--- src/rtl/mpwm_pkg.sv ---
// ----------------------------------------------------------------------------
// mpwm_pkg
// shared types and constants for the multichannel pwm generator
// ----------------------------------------------------------------------------
package mpwm_pkg;

	localparam int CHANNELS   = 32;
	localparam int CH_W       = 5;
	localparam int COUNT_W    = 17;
	localparam int PER_W      = 16;
	localparam int SRC_W      = 24;
	localparam int QDEPTH     = 2;

	localparam logic [COUNT_W-1:0] COUNT_MAX  = 17'h1FFFF;
	localparam logic [PER_W-1:0]   PERIOD_MAX = 16'hFFFF;
	localparam logic [13:0]        DUTY_FULL  = 14'd10000;
	localparam logic [SRC_W-1:0]   SRC_RESET  = 24'd200000;

	// ceil(2^36 / 625): exact floor divide by 625 for 26-bit dividends
	localparam logic [26:0]        DUTY_RECIP = 27'd109951163;

	typedef enum logic [2:0] {
		CMD_TICK  = 3'd0,
		CMD_DUTY  = 3'd1,
		CMD_FREQ  = 3'd2,
		CMD_POL   = 3'd3,
		CMD_EN    = 3'd4,
		CMD_DIS   = 3'd5,
		CMD_RST   = 3'd6,
		CMD_INIT  = 3'd7
	} cmd_t;

	typedef struct packed {
		logic [2:0]  cmd;
		logic [4:0]  channel;
		logic [15:0] num_clk;
		logic [13:0] duty;
		logic [15:0] frequency;
		logic        polarity;
	} in_item_t;

	typedef struct packed {
		logic [31:0] pin_levels;
		logic [31:0] changed_mask;
	} out_item_t;

	// classified work handed from front to back
	typedef struct packed {
		cmd_t        cmd;
		logic [4:0]  channel;
		logic [15:0] num_clk;
		logic [15:0] per;      // derived period (freq / init)
		logic [13:0] duty;     // clamped duty
		logic        polarity;
	} job_t;

endpackage

--- src/rtl/mpwm_queue.sv ---
// ----------------------------------------------------------------------------
// mpwm_queue
// short job queue between front and back
// ----------------------------------------------------------------------------
module mpwm_queue import mpwm_pkg::*; (
	input  logic clk,
	input  logic arst_n,
	input  job_t wr_job,
	input  logic wr_valid,
	output logic wr_ready,
	output job_t rd_job,
	output logic rd_valid,
	input  logic rd_ready
);

	job_t       mem_q [QDEPTH];
	logic       wp_q, rp_q;
	logic [1:0] cnt_q;
	logic       wr_en, rd_en;

	assign wr_ready = (cnt_q != 2'(QDEPTH));
	assign rd_valid = (cnt_q != '0);
	assign rd_job   = mem_q[rp_q];
	assign wr_en    = wr_valid && wr_ready;
	assign rd_en    = rd_valid && rd_ready;

	// storage
	always_ff @(posedge clk) begin
		if (wr_en) mem_q[wp_q] <= wr_job;
	end

	// pointers
	always_ff @(posedge clk or negedge arst_n) begin
		if (!arst_n) begin
			wp_q <= 1'b0; rp_q <= 1'b0; cnt_q <= '0;
		end else begin
			if (wr_en) wp_q <= ~wp_q;
			if (rd_en) rp_q <= ~rp_q;
			cnt_q <= cnt_q + 2'(wr_en) - 2'(rd_en);
		end
	end

endmodule

--- config.mk ---
export PLATFORM = sky130hd
export DESIGN_NAME = mpwm_queue
export DESIGN_NICKNAME = d
export VERILOG_FILES = /design/src/rtl/mpwm_pkg.sv /design/src/rtl/mpwm_queue.sv
export SDC_FILE = /design/constraint.sdc
export NUM_CORES = 1
export LEC_CHECK = 0
export BUFFER_PORTS_ARGS = -buffer_cell sky130_fd_sc_hd__clkbuf_2
export CAP_MARGIN = 20
export CELL_PAD_IN_SITES_DETAIL_PLACEMENT = 0
export CELL_PAD_IN_SITES_GLOBAL_PLACEMENT = 1
export CORE_MARGIN = 5
export CORE_UTILIZATION = 47
export CTS_CLUSTER_DIAMETER = 100
export DETAILED_ROUTE_END_ITERATION = 7
export PLACE_DENSITY = 0.91
export SLEW_MARGIN = 0
export SYNTH_ARGS = -nofsm -noshare
export SYNTH_HDL_FRONTEND = slang
export SYNTH_SLANG_ARGS = --single-unit
export TNS_END_PERCENT = 30
--- constraint.sdc ---
create_clock -name clk -period 8.45 [get_ports clk]
set_input_delay 2.1125 -clock clk [delete_from_list [all_inputs] [get_ports clk]]
set_output_delay 2.1125 -clock clk [all_outputs]
set_load 0.02 [all_outputs]
# --- Word-level counts from Yosys, hierarchy flattened ---
# Memory sizes are Yosys's and may differ from the RTL's.
# Index checks and enable logic that the tools add are counted.
classes:
  n_bitwise: 2
  mux: 2
  addsub: 2
  eq_ne: 1
  n_reduce_logical: 3
op_table:
  columns: ["cell", "n"]
  rows:
  - ["2-bit by 1-bit adder with 2-bit output", 1]
  - ["1-bit logical AND", 2]
  - ["1-bit 2-to-1 mux", 2]
  - ["2-bit != test (second input constant)", 1]
  - ["1-bit NOT", 2]
  - ["2-bit nonzero test", 1]
  - ["2-bit by 1-bit subtractor with 2-bit output", 1]
word_totals:
  mem_bits_rw: 110
  inputBits: 59
  ff_bits: 4
  output_inout_bits: 57
  wordCells: 14
  memories: 1
mem_list:
  columns: ["memory", "depth", "word_bits", "rd", "rd_ports_with_merged_regs", "write_ports", "line", "text"]
  rows:
  - ["mem_q", 2, 55, 1, 0, 1, "mpwm_queue.sv:16", "job_t mem_q [QDEPTH];"]

# --- Depth between registers and ports, before layout ---
depth:
  depth_word: 4
  depth_mapped: 7
  ltp_nobuf: 7

# --- Worst setup path after synthesis ---
# Ideal clock, no wire load.
synth_timing:
  path_kind: "input port to flip-flop"
  start: "input wr_valid"
  end: "memory mem_q[0][0] in the netlist's numbering (enable)"
  path_buffers: 0
  path_slack_ns: 3.464
  arrival_time_ns: 4.518
  required_time_ns: 7.982
  setup_time_ns: 0.468
  cell_stages: 2
  cell_sequence: "nand2_1 > nor2_1"
synth_via:
  elab_chain_cells: 3
synth_rtl:
  columns: ["item", "line", "text"]
  rows:
  - ["from (decl)", "mpwm_queue.sv:9", "input logic wr_valid,"]
  - ["1-bit logical AND", "mpwm_queue.sv:24", "assign wr_en = wr_valid && wr_ready;"]
  - ["1-bit 2-to-1 mux", "mpwm_queue.sv:29", "if (wr_en) mem_q[wp_q] <= wr_job;"]
  - ["1-bit 2-to-1 mux (not written as such)", "mpwm_queue.sv:29", null]
  - ["to (decl)", "mpwm_queue.sv:16", null]
# No other way between the ends.

==> reports/qor.yml <==
min_from: "cnt_q[0]"
grt_pass1_wl_um: 11580
gp_congestion: 0.6995
crit_path_start_kind: "register"
grt_max_degree: 57
ctsResizeCount: 0
ir_drop_mv: 0.2886
ys_ff_latch: 114
crit_fanout: 56
floorplan.initialDensity_pct: 47.57
antenna_left: 0
fin_total_pwr_mw: 2.215
clock_latency_ns: 0.50
cts_tree: "yes"
rows: 35
grt_pass1_vias: 2299
cts.sinks: 114
max_freq_ghz: 0.2338
fin_crit_sh_pct: 50.61
wl_per_cell_um: 16.46
syn_area_per_cell_um2: 23.05
nNetsFinal: 379
power.static_leakage_nw: 2.274
synth_warnings: 0
dp.cells: 410
finalSetupViolations: 0
post-cts-setup-buffer-count: 0
syn_inst: 188
synth_common_cells: "edfxtp_1, mux2_4, mux2_2"
slew_violations: 0
r2r_start: "cnt_q[1]"
synth_cell_types: 16
drive_above_1_share_pct: 62.12
synth_edf_count: 110
highest_layer: "met4"
dr_total_vias: 2095
path_clk_slew_ns: 0.05
cts_hold_repair.buffers: 0
die_y_um: 106.0
skew_ns: 0.008386
met1_length_um: 3106
vias_per_cell: 4.751
hold_path.class: "register to register"
finalHoldViolCount: 0
numCtsBuffers: 17
antenna_found_initial: 0
whs_path_depth: 1
worstPathRequired_ns: 6.34
outcome: "finished, final reports clean"
dr.pass1.iters: 4
fin_crit_ns: 4.276
netlist.area_leader.share_pct: 76.23
drcViolationCount: 0
die_area_um2: 11240
ys.flop_type: "edfxtp_1"
route.met3.wl_um: 412
drt-total-wl_um: 7259
maxCapViolations: 0
ys_seq_area_share_pct: 78.54
critPathArrivalTime_ns: 2.16
worstSetupPathType: "register to output port"
rsz0062_at_grt: "no"
tns_ns: 0
portBuffers: 115
synth.most_common_cell: "edfxtp_1"
cts_max_level: 4
grt_overflow: 0
grt_usage_pct: 13.77
core_um2: 9109
holdWs_ns: 0.5180
area_growth_pct: 29.63
clockBufferDepth: 2
num_antenna_cells: 0
yosys.area.top_type: "edfxtp_1"
startpoint: "rp_q"
hpwl_um: 4704
route.met2.wl_um: 3708
drt-initial-drc-count: 84
stdcell_count: 441
netlist_area_um2: 4333
worst_r2r_path_depth: 3
powerDensity_nw_per_um2: 394.4
syn_nets: 249
cts-root-buf: "clkbuf_8"
critPathCaptureType: "output port"
tightest_slew_ns: 0.9538
ys_top_cells_by_area: "edfxtp_1, mux2_4, mux2_2, dfrtp_1, buf_6"
synthArstFlopShare_pct: 3.509
io-pin-count: 116
die_w_um: 106.0
maxSlewHeadroom_pct: 36.42
[cells in the final DEF, fill, tap and decap left out, types with 2 or more instances in the layout]
cell type   count
clkbuf_2      115
edfxtp_1      110
mux2_4         40
clkbuf_16      16
mux2_2         15
clkinvlp_4      4
bufinv_16       4
xnor2_1         3
dfrtp_1         3
ha_1            2
inv_6           2
buf_4           2
[worst paths after layout]
path	to	slack (ns)
max	rd_job[3]	4.17
min	cnt_q[0]	0.52
max reg2reg	mem_q[1][32]	6.45
min reg2reg	cnt_q[0]	0.52
max in group asynchronous	rp_q	6.88
min in group asynchronous	wp_q	1.42
[worst max-delay path: stages (launching register included)]
cell	delay (ns)
dfrtp_4	1.05
mux2_2	0.43
clkbuf_2	0.16
[per-stage QoR]
| step | worst slack (ns) | cell area (um^2) | util [%] |
|---|---|---|---|
| global placement | 4.697 | 5014 | 55.04 |
| finish | 4.174 | 5617 | 61.66 |
| CTS | 4.115 | 5617 | 61.66 |
| detailed placement | 4.669 | 5014 | 55.04 |
| global route | 4.056 | 5617 | 61.66 |
| floorplan | 3.464 | 4333 | - |
[metal layers]
| layer | vias to the layer above | GRT usage [%] |
|---|---|---|
| li1 | 1004 | - |
| met1 | 1007 | 16.39 |
| met2 | 78 | 22.68 |
| met3 | 6 | 5.707 |
| met4 | 0 | 4.718 |
| met5 | - | 0 |
[power breakdown]
| part | internal, mW | switching, mW | total [mW] |
|---|---|---|---|
| registers | 0.776 | 0.100 | 0.876 |
| clock network | 0.477 | 0.240 | 0.717 |
| logic | 0.294 | 0.328 | 0.622 |
| total | 1.55 | 0.669 | 2.22 |
[layout make-up]
type	count	area [um^2]
Fill cell	670	3492
Sequential cell	114	3407
Multi-Input combinational cell	67	873.3
Timing Repair Buffer	117	590.6
Clock buffer	18	417.9
Clock inverter	13	185.2
Tap cell	111	138.9
Inverter	1	3.754
[cells by family after synthesis]
group / synth area share (%)
muxes: 17.76
DFF: 78.54
adders and majority gates: 0.5774
and+or+nand+nor: 0.8087
xor gates and xnor gates: 0.8087
buffers and inverters: 1.501
[sequential cells by signal, indices dropped and copies added, names as in the netlist]
signal,flops
mem_q,110
cnt_q,2
rp_q,1
wp_q,1
No activity file was read; power rests on OpenSTA's default activity.
