File: config.mk
export PLATFORM = sky130hd
export DESIGN_NAME = mpwm_front
export DESIGN_NICKNAME = d
export VERILOG_FILES = /design/src/rtl/mpwm_pkg.sv /design/src/rtl/mpwm_front.sv
export SDC_FILE = /design/constraint.sdc
export NUM_CORES = 1
export LEC_CHECK = 0
export BUFFER_PORTS_ARGS = -buffer_cell sky130_fd_sc_hd__buf_2
export CAP_MARGIN = 10
export CORE_AREA = 2 2 114 116
export DETAILED_ROUTE_END_ITERATION = 6
export DIE_AREA = 0 0 116 118
export GPL_TIMING_DRIVEN = 0
export HOLD_SLACK_MARGIN = 0.1
export PLACE_DENSITY = 0.79
export SYNTH_ARGS = -nofsm -noshare
export SYNTH_HDL_FRONTEND = slang
export SYNTH_SLANG_ARGS = --single-unit
File: constraint.sdc
create_clock -name clk -period 3.06 [get_ports clk]
set_input_delay 0.153 -clock clk [delete_from_list [all_inputs] [get_ports clk]]
set_output_delay 0.153 -clock clk [all_outputs]
set_load 0.03 [all_outputs]
File: src/rtl/mpwm_pkg.sv
// ----------------------------------------------------------------------------
// mpwm_pkg
// shared types and constants for the multichannel pwm generator
// ----------------------------------------------------------------------------
package mpwm_pkg;

	localparam int CHANNELS   = 32;
	localparam int CH_W       = 5;
	localparam int COUNT_W    = 17;
	localparam int PER_W      = 16;
	localparam int SRC_W      = 24;
	localparam int QDEPTH     = 2;

	localparam logic [COUNT_W-1:0] COUNT_MAX  = 17'h1FFFF;
	localparam logic [PER_W-1:0]   PERIOD_MAX = 16'hFFFF;
	localparam logic [13:0]        DUTY_FULL  = 14'd10000;
	localparam logic [SRC_W-1:0]   SRC_RESET  = 24'd200000;

	// ceil(2^36 / 625): exact floor divide by 625 for 26-bit dividends
	localparam logic [26:0]        DUTY_RECIP = 27'd109951163;

	typedef enum logic [2:0] {
		CMD_TICK  = 3'd0,
		CMD_DUTY  = 3'd1,
		CMD_FREQ  = 3'd2,
		CMD_POL   = 3'd3,
		CMD_EN    = 3'd4,
		CMD_DIS   = 3'd5,
		CMD_RST   = 3'd6,
		CMD_INIT  = 3'd7
	} cmd_t;

	typedef struct packed {
		logic [2:0]  cmd;
		logic [4:0]  channel;
		logic [15:0] num_clk;
		logic [13:0] duty;
		logic [15:0] frequency;
		logic        polarity;
	} in_item_t;

	typedef struct packed {
		logic [31:0] pin_levels;
		logic [31:0] changed_mask;
	} out_item_t;

	// classified work handed from front to back
	typedef struct packed {
		cmd_t        cmd;
		logic [4:0]  channel;
		logic [15:0] num_clk;
		logic [15:0] per;      // derived period (freq / init)
		logic [13:0] duty;     // clamped duty
		logic        polarity;
	} job_t;

endpackage

File: src/rtl/mpwm_front.sv
// ----------------------------------------------------------------------------
// mpwm_front
// accepts items, derives the period by a restoring divider, clamps duty
// ----------------------------------------------------------------------------
module mpwm_front import mpwm_pkg::*; (
	input  logic            clk,
	input  logic            arst_n,
	input  logic [SRC_W-1:0] src_hz,
	input  in_item_t        in_item,
	input  logic            in_push,
	output logic            in_full,
	output job_t            job,
	output logic            job_valid,
	input  logic            job_ready
);

	typedef enum logic [1:0] {F_IDLE, F_DIV, F_OUT} fstate_t;

	fstate_t          state_q;
	job_t             job_q;
	logic [SRC_W-1:0] quo_q;
	logic [SRC_W-1:0] rem_q;
	logic [15:0]      den_q;
	logic [4:0]       step_q;
	logic [SRC_W:0]   trial;
	logic [SRC_W-1:0] shifted;

	assign in_full   = (state_q != F_IDLE);
	assign job       = job_q;
	assign job_valid = (state_q == F_OUT);

	// one quotient bit per cycle
	assign shifted = {rem_q[SRC_W-2:0], quo_q[SRC_W-1]};
	assign trial   = {1'b0, shifted} - {{(SRC_W-15){1'b0}}, den_q};

	always_ff @(posedge clk or negedge arst_n) begin
		if (!arst_n) begin
			state_q <= F_IDLE;
			step_q  <= '0;
		end else begin
			unique case (state_q)
				F_IDLE: if (in_push) begin
					job_q.cmd      <= cmd_t'(in_item.cmd);
					job_q.channel  <= in_item.channel;
					job_q.num_clk  <= in_item.num_clk;
					job_q.duty     <= (in_item.duty > DUTY_FULL) ? DUTY_FULL : in_item.duty;
					job_q.polarity <= in_item.polarity;
					job_q.per      <= PERIOD_MAX;
					den_q          <= in_item.frequency;
					quo_q          <= src_hz;
					rem_q          <= '0;
					step_q         <= '0;
					if ((cmd_t'(in_item.cmd) == CMD_FREQ || cmd_t'(in_item.cmd) == CMD_INIT)
						&& in_item.frequency != '0)
						state_q <= F_DIV;
					else
						state_q <= F_OUT;
				end
				F_DIV: begin
					if (!trial[SRC_W]) begin
						rem_q <= trial[SRC_W-1:0];
						quo_q <= {quo_q[SRC_W-2:0], 1'b1};
					end else begin
						rem_q <= shifted;
						quo_q <= {quo_q[SRC_W-2:0], 1'b0};
					end
					step_q <= step_q + 5'd1;
					if (step_q == 5'(SRC_W)) begin
						job_q.per <= (quo_q[SRC_W-1:PER_W] != '0) ? PERIOD_MAX : quo_q[PER_W-1:0];
						state_q   <= F_OUT;
					end
				end
				F_OUT: if (job_ready) state_q <= F_IDLE;
				default: state_q <= F_IDLE;
			endcase
		end
	end

	// the final step above is a spare cycle; guard the quotient shift
	// (step SRC_W captures the finished quotient before it shifts again)

endmodule

# Yosys cells after proc, flatten, opt, wreduce, memory -nomap -nowiden
# Cells that the tools add are included.
# totals
reg_bits	125
in_bits	83
out_inout_bits	57
elab_cells	52
# op_classes
add_sub_neg	2
order_cmp	1
eq_ne	8
n_mux	18
n_reduce_logical	12
# ops
cell	n
24-bit one-hot mux with 2 select lines	1
23-bit two-way mux	2
23-bit one-hot mux with 2 select lines	1
16-bit two-way mux	2
16-bit one-hot mux with 2 select lines	1
31-bit two-way mux	1
24-bit by 16-bit subtractor with 25-bit output	1
24-bit two-way mux	1
16-bit nonzero test	1
14-bit > comparator, second input constant	1
14-bit two-way mux	1
5-bit one-hot mux with 2 select lines	1
3-bit AND reduction	3
2-bit two-way mux	4
8-bit nonzero test	1
2-bit one-hot mux with 3 select lines	1
5-bit by 1-bit adder with 5-bit output, second input constant	1
5-bit == test, second input constant	1
5-bit two-way mux	1
2-bit != test, second input constant	2
4-bit AND reduction	1
2-bit nonzero test	2
3-bit by 2-bit == test with 1-bit output, second input constant	1
3-bit == test, second input constant	1
other kinds (8)	8

# Logic depth before layout (Yosys ltp)
# logic_depth
depth_word	6
mapped_depth	11
ltp_nobuf	10

# Worst setup path before layout
# OpenSTA, ideal clock, no wires.
# synth_path
kind	register to register
start	register quo_q[23]
end	register rem_q[21], data pin
setup_time_ns	0.256
arrival_ns	2.235
required_ns	2.804
path_slack_ns	0.569
path_stages_with_launch	12
n_path_buf	1
period_less_slack_ns	2.491
cell_sequence	edfxtp_1 > inv_1 > ha_1 > fa_1 > nand2b_1 > a21oi_1 > o21a_1 > a211o_1 > buf_6 > o311a_1 > a21oi_1 > a31o_2
# synth_via
elab_chain_len	3
# synth_lines
item	line	text
start: declaration	mpwm_front.sv:21	logic [SRC_W-1:0] quo_q;
start signal: assignment	mpwm_front.sv:50	quo_q <= src_hz;
start signal: assignment	mpwm_front.sv:62	quo_q <= {quo_q[SRC_W-2:0], 1'b1};
start signal: assignment	mpwm_front.sv:65	quo_q <= {quo_q[SRC_W-2:0], 1'b0};
24-bit by 16-bit subtractor with 25-bit output	mpwm_front.sv:34	assign trial = {1'b0, shifted} - {{(SRC_W-15){1'b0}}, den_q};
23-bit two-way mux	mpwm_front.sv:60	if (!trial[SRC_W]) begin
23-bit one-hot mux with 2 select lines	mpwm_front.sv:41	unique case (state_q)
end signal: assignment	mpwm_front.sv:61	rem_q <= trial[SRC_W-1:0];
end signal: assignment	mpwm_front.sv:64	rem_q <= shifted;
end: declaration	mpwm_front.sv:22	logic [SRC_W-1:0] rem_q;
# No other way between the ends.
# A chain may end at the register's enable or synchronous reset.

# Worst setup path in the final report
# Same ends and word-level chain as after synthesis.

==> impl_metrics.tcl <==
set metrics [dict create \
    status "complete, no violations" \
    post_synth_num_cell_types 51 \
    design.die.area_mm2 0.0137 \
    dp_slack_ns 0.236 \
    cts_resized 0 \
    timing.reg2reg.setup_slack_ns 0.16 \
    critical_path_required_ns 3.23 \
    slew_headroom 0.490 \
    critical_path_at_ns 3.07 \
    areal_power_density_over_the_cells_mw_per_mm2 754 \
    gp_congestion 0.924 \
    vdd_drop_max_mv 0.474 \
    startpoint_type "flop" \
    firstDrtPassIters 5 \
    critical_path_endpoint_category "flop" \
    fp-row-count 41 \
    syn_to_layout_area_delta_pct 40.0 \
    final_period_minus_worst_setup_slack_ns 2.90 \
    drt-vias-per-instance 5.18 \
    detailedPlacementHpwl_um 9240 \
    cts_post_setup_buffers_inserted 0 \
    synth_simple_gate_area_frac 0.147 \
    finalClockSkew_ns 0.0190 \
    max_freq_ghz 0.345 \
    first_global_vias 5109 \
    timing_worst_slew_pin_value_ns 0.765 \
    setup_slack_ns 0.158 \
    static-leakage-power_nw 3.46 \
    synth_seq_area_share 0.632 \
    grt_start_max_net_pins 39 \
    grt_pass1_wl_um 24300 \
    final-setup-viol-count 0 \
    synth.net_count 595 \
    highest_net_fanout_along_the_worst_path 8 \
    drv_cap 0 \
    number_of_buffers_inserted_by_port_buffering 139 \
    compound_gate_portion_of_the_synthesized_area 0.103 \
    syn-instance-count 493 \
    post_synth_main_area_contributors "edfxtp_1, nand2_1, ha_1, dfrtp_1, nor2_1" \
    synth.cell_area_mm2 0.00589 \
    clk_pin_slew_ns 0.06 \
    finish.net_count 838 \
    dr_total_vias 4773 \
    syn_avg_cell_area_um2 11.9 \
    io_pins 140 \
    yosys.area_share.adder 0.0417 \
    synthMuxAreaShare 0.0153 \
    synth_enable_flop_cells 118 \
    clock_sink_count 125 \
    postRouteWirelength_um 15200 \
    gr-usage-all-layers 0.232 \
    timing_worst_setup_path_type "flop to flop" \
    cts_tree "done" \
    routed_wire_per_std_cell_um 16.5 \
    post_synth_xor_area_fraction 0.0283 \
    dominantRegCellSynth "edfxtp_1" \
    root_buffer_cell "clkbuf_16" \
    holdCritPathClass "primary input to flop" \
    timing.hold.ws_ns 0.126 \
    die_width_um 116 \
    synth-seq-cells 125 \
    post_synthesis_async_set_or_reset_flop_share 0.0560 \
    setup_repair_after_global_routing_missed_its_margin "no" \
    drive_above_1_share 0.248 \
    placeableCoreArea_mm2 0.0124 \
    dieHeight_um 118 \
    tritoncts.num_buffers 17 \
    floorplan.initialDensity 0.474 \
    antenna_cells 0 \
    synth_top_family_by_area "simple AND/OR/NAND/NOR gates" \
    grt_remaining_overflow 0 \
    final-max-slew-violation-count 0 \
    final_hold_vio_count 0 \
    antenna_violating_nets_remaining 0 \
    initialDrtViolationCount 352 \
    synthesis.yosys.warnings 0 \
    drcViolationCount 0 \
    yosysTopAreaCell "edfxtp_1" \
    grt_antenna_before_repair 0 \
    ctsLongestPathBuffers 2 \
    synthTopCellsByCount "edfxtp_1, nand2_1, nor2_1" \
    setup-tns-final_ns 0 \
    worstSkewPairLatency_ns 0.43 \
    cts-htree-levels 4 \
    fin_crit_sh 0.948 \
    synth_top_cell_area_share 0.602 \
    most_common_cell_in_the_netlist "edfxtp_1" \
]
## final cells by class
cell class	instances	area, um^2
inverters	25	93.8
repair buffers	224	1570
clock inverters	11	118
fillers	919	4180
well taps	172	215
clock buffers	21	450
plain buffers	20	97.6
flip-flops and latches	125	3720
multi-input cells	323	1980
## worst paths after layout
check,start,end,depth (start not counted)
max,quo_q[23],rem_q[21],11
min,in_item[29],job[13],2
max reg2reg,quo_q[23],rem_q[21],11
min reg2reg,step_q[0],step_q[0],1
max in group asynchronous,arst_n,step_q[3],3
min in group asynchronous,arst_n,state_q[0],3
## critical path, stage by stage (launching register included)
cell	delay (ns)
edfxtp_1	0.39
inv_1	0.06
ha_1	0.22
fa_1	0.40
nand2b_1	0.18
a21oi_1	0.24
o21a_1	0.29
a211o_1	0.17
buf_6	0.12
o311a_1	0.25
a21oi_1	0.10
a31o_2	0.23
## what timing repair did
action                                  in CTS  in global routing
hold buffers                                83                  0
endpoints found under the setup margin       0                  0
endpoints found under the hold margin       88                  0
## report_power, final
part	total (mW)	switching, mW	leakage [nW]	internal [mW]
Clock	1.96	0.744	0.277	1.21
Combinational	1.81	1.13	1.99	0.680
Sequential	2.44	0.152	1.19	2.29
Total	6.21	2.03	3.46	4.19
## layer usage
layer / GRT usage / part of all wire / vias to the layer above
li1: - / - / 2260
met1: 0.277 / 0.42 / 2212
met2: 0.368 / 0.46 / 261
met3: 0.0844 / 0.083 / 40
met4: 0.118 / 0.034 / 0
met5: 0 / 0 / -
## cells in the final DEF, fill, tap and decap left out, drive strengths merged, types with 11 or more instances in the layout
master and count:
o21a 19, dlygate4sd3 83, clkbuf 37, xnor2 13
nand2 92, and2 11, inv 26, nor2 38
edfxtp 118, ha 18, a21oi 23, buf 145
## flip-flops by register name, summed over array words and instances, names as in the netlist
register and count:
job 55, quo_q 24, rem_q 23, den_q 16, step_q 5, state_q 2
## stage by stage
| step | power, mW | instances | util | area (um^2) |
|---|---|---|---|---|
| 2_1_floorplan | 3.68 | 493 | - | 5890 |
| 3_3_place_gp | 4.09 | 804 | 0.547 | 6800 |
| 3_5_place_dp | 4.16 | 806 | 0.551 | 6840 |
| 4_1_cts | 6.19 | 921 | 0.664 | 8240 |
| 5_1_grt | 6.53 | 921 | 0.664 | 8240 |
| 6_report | 6.21 | 921 | 0.664 | 8240 |
## cell families (layout without fill, tap and decap cells)
| family | Yosys count | in the layout |
|---|---|---|
| xor+xnor | 19 | 19 |
| buf+inv | 45 | 301 |
| flops | 125 | 125 |
| compound gates | 85 | 85 |
| fa+ha+maj | 19 | 19 |
| mux | 9 | 9 |
| simple gates | 191 | 191 |
Power figures use the tool's default switching activity.
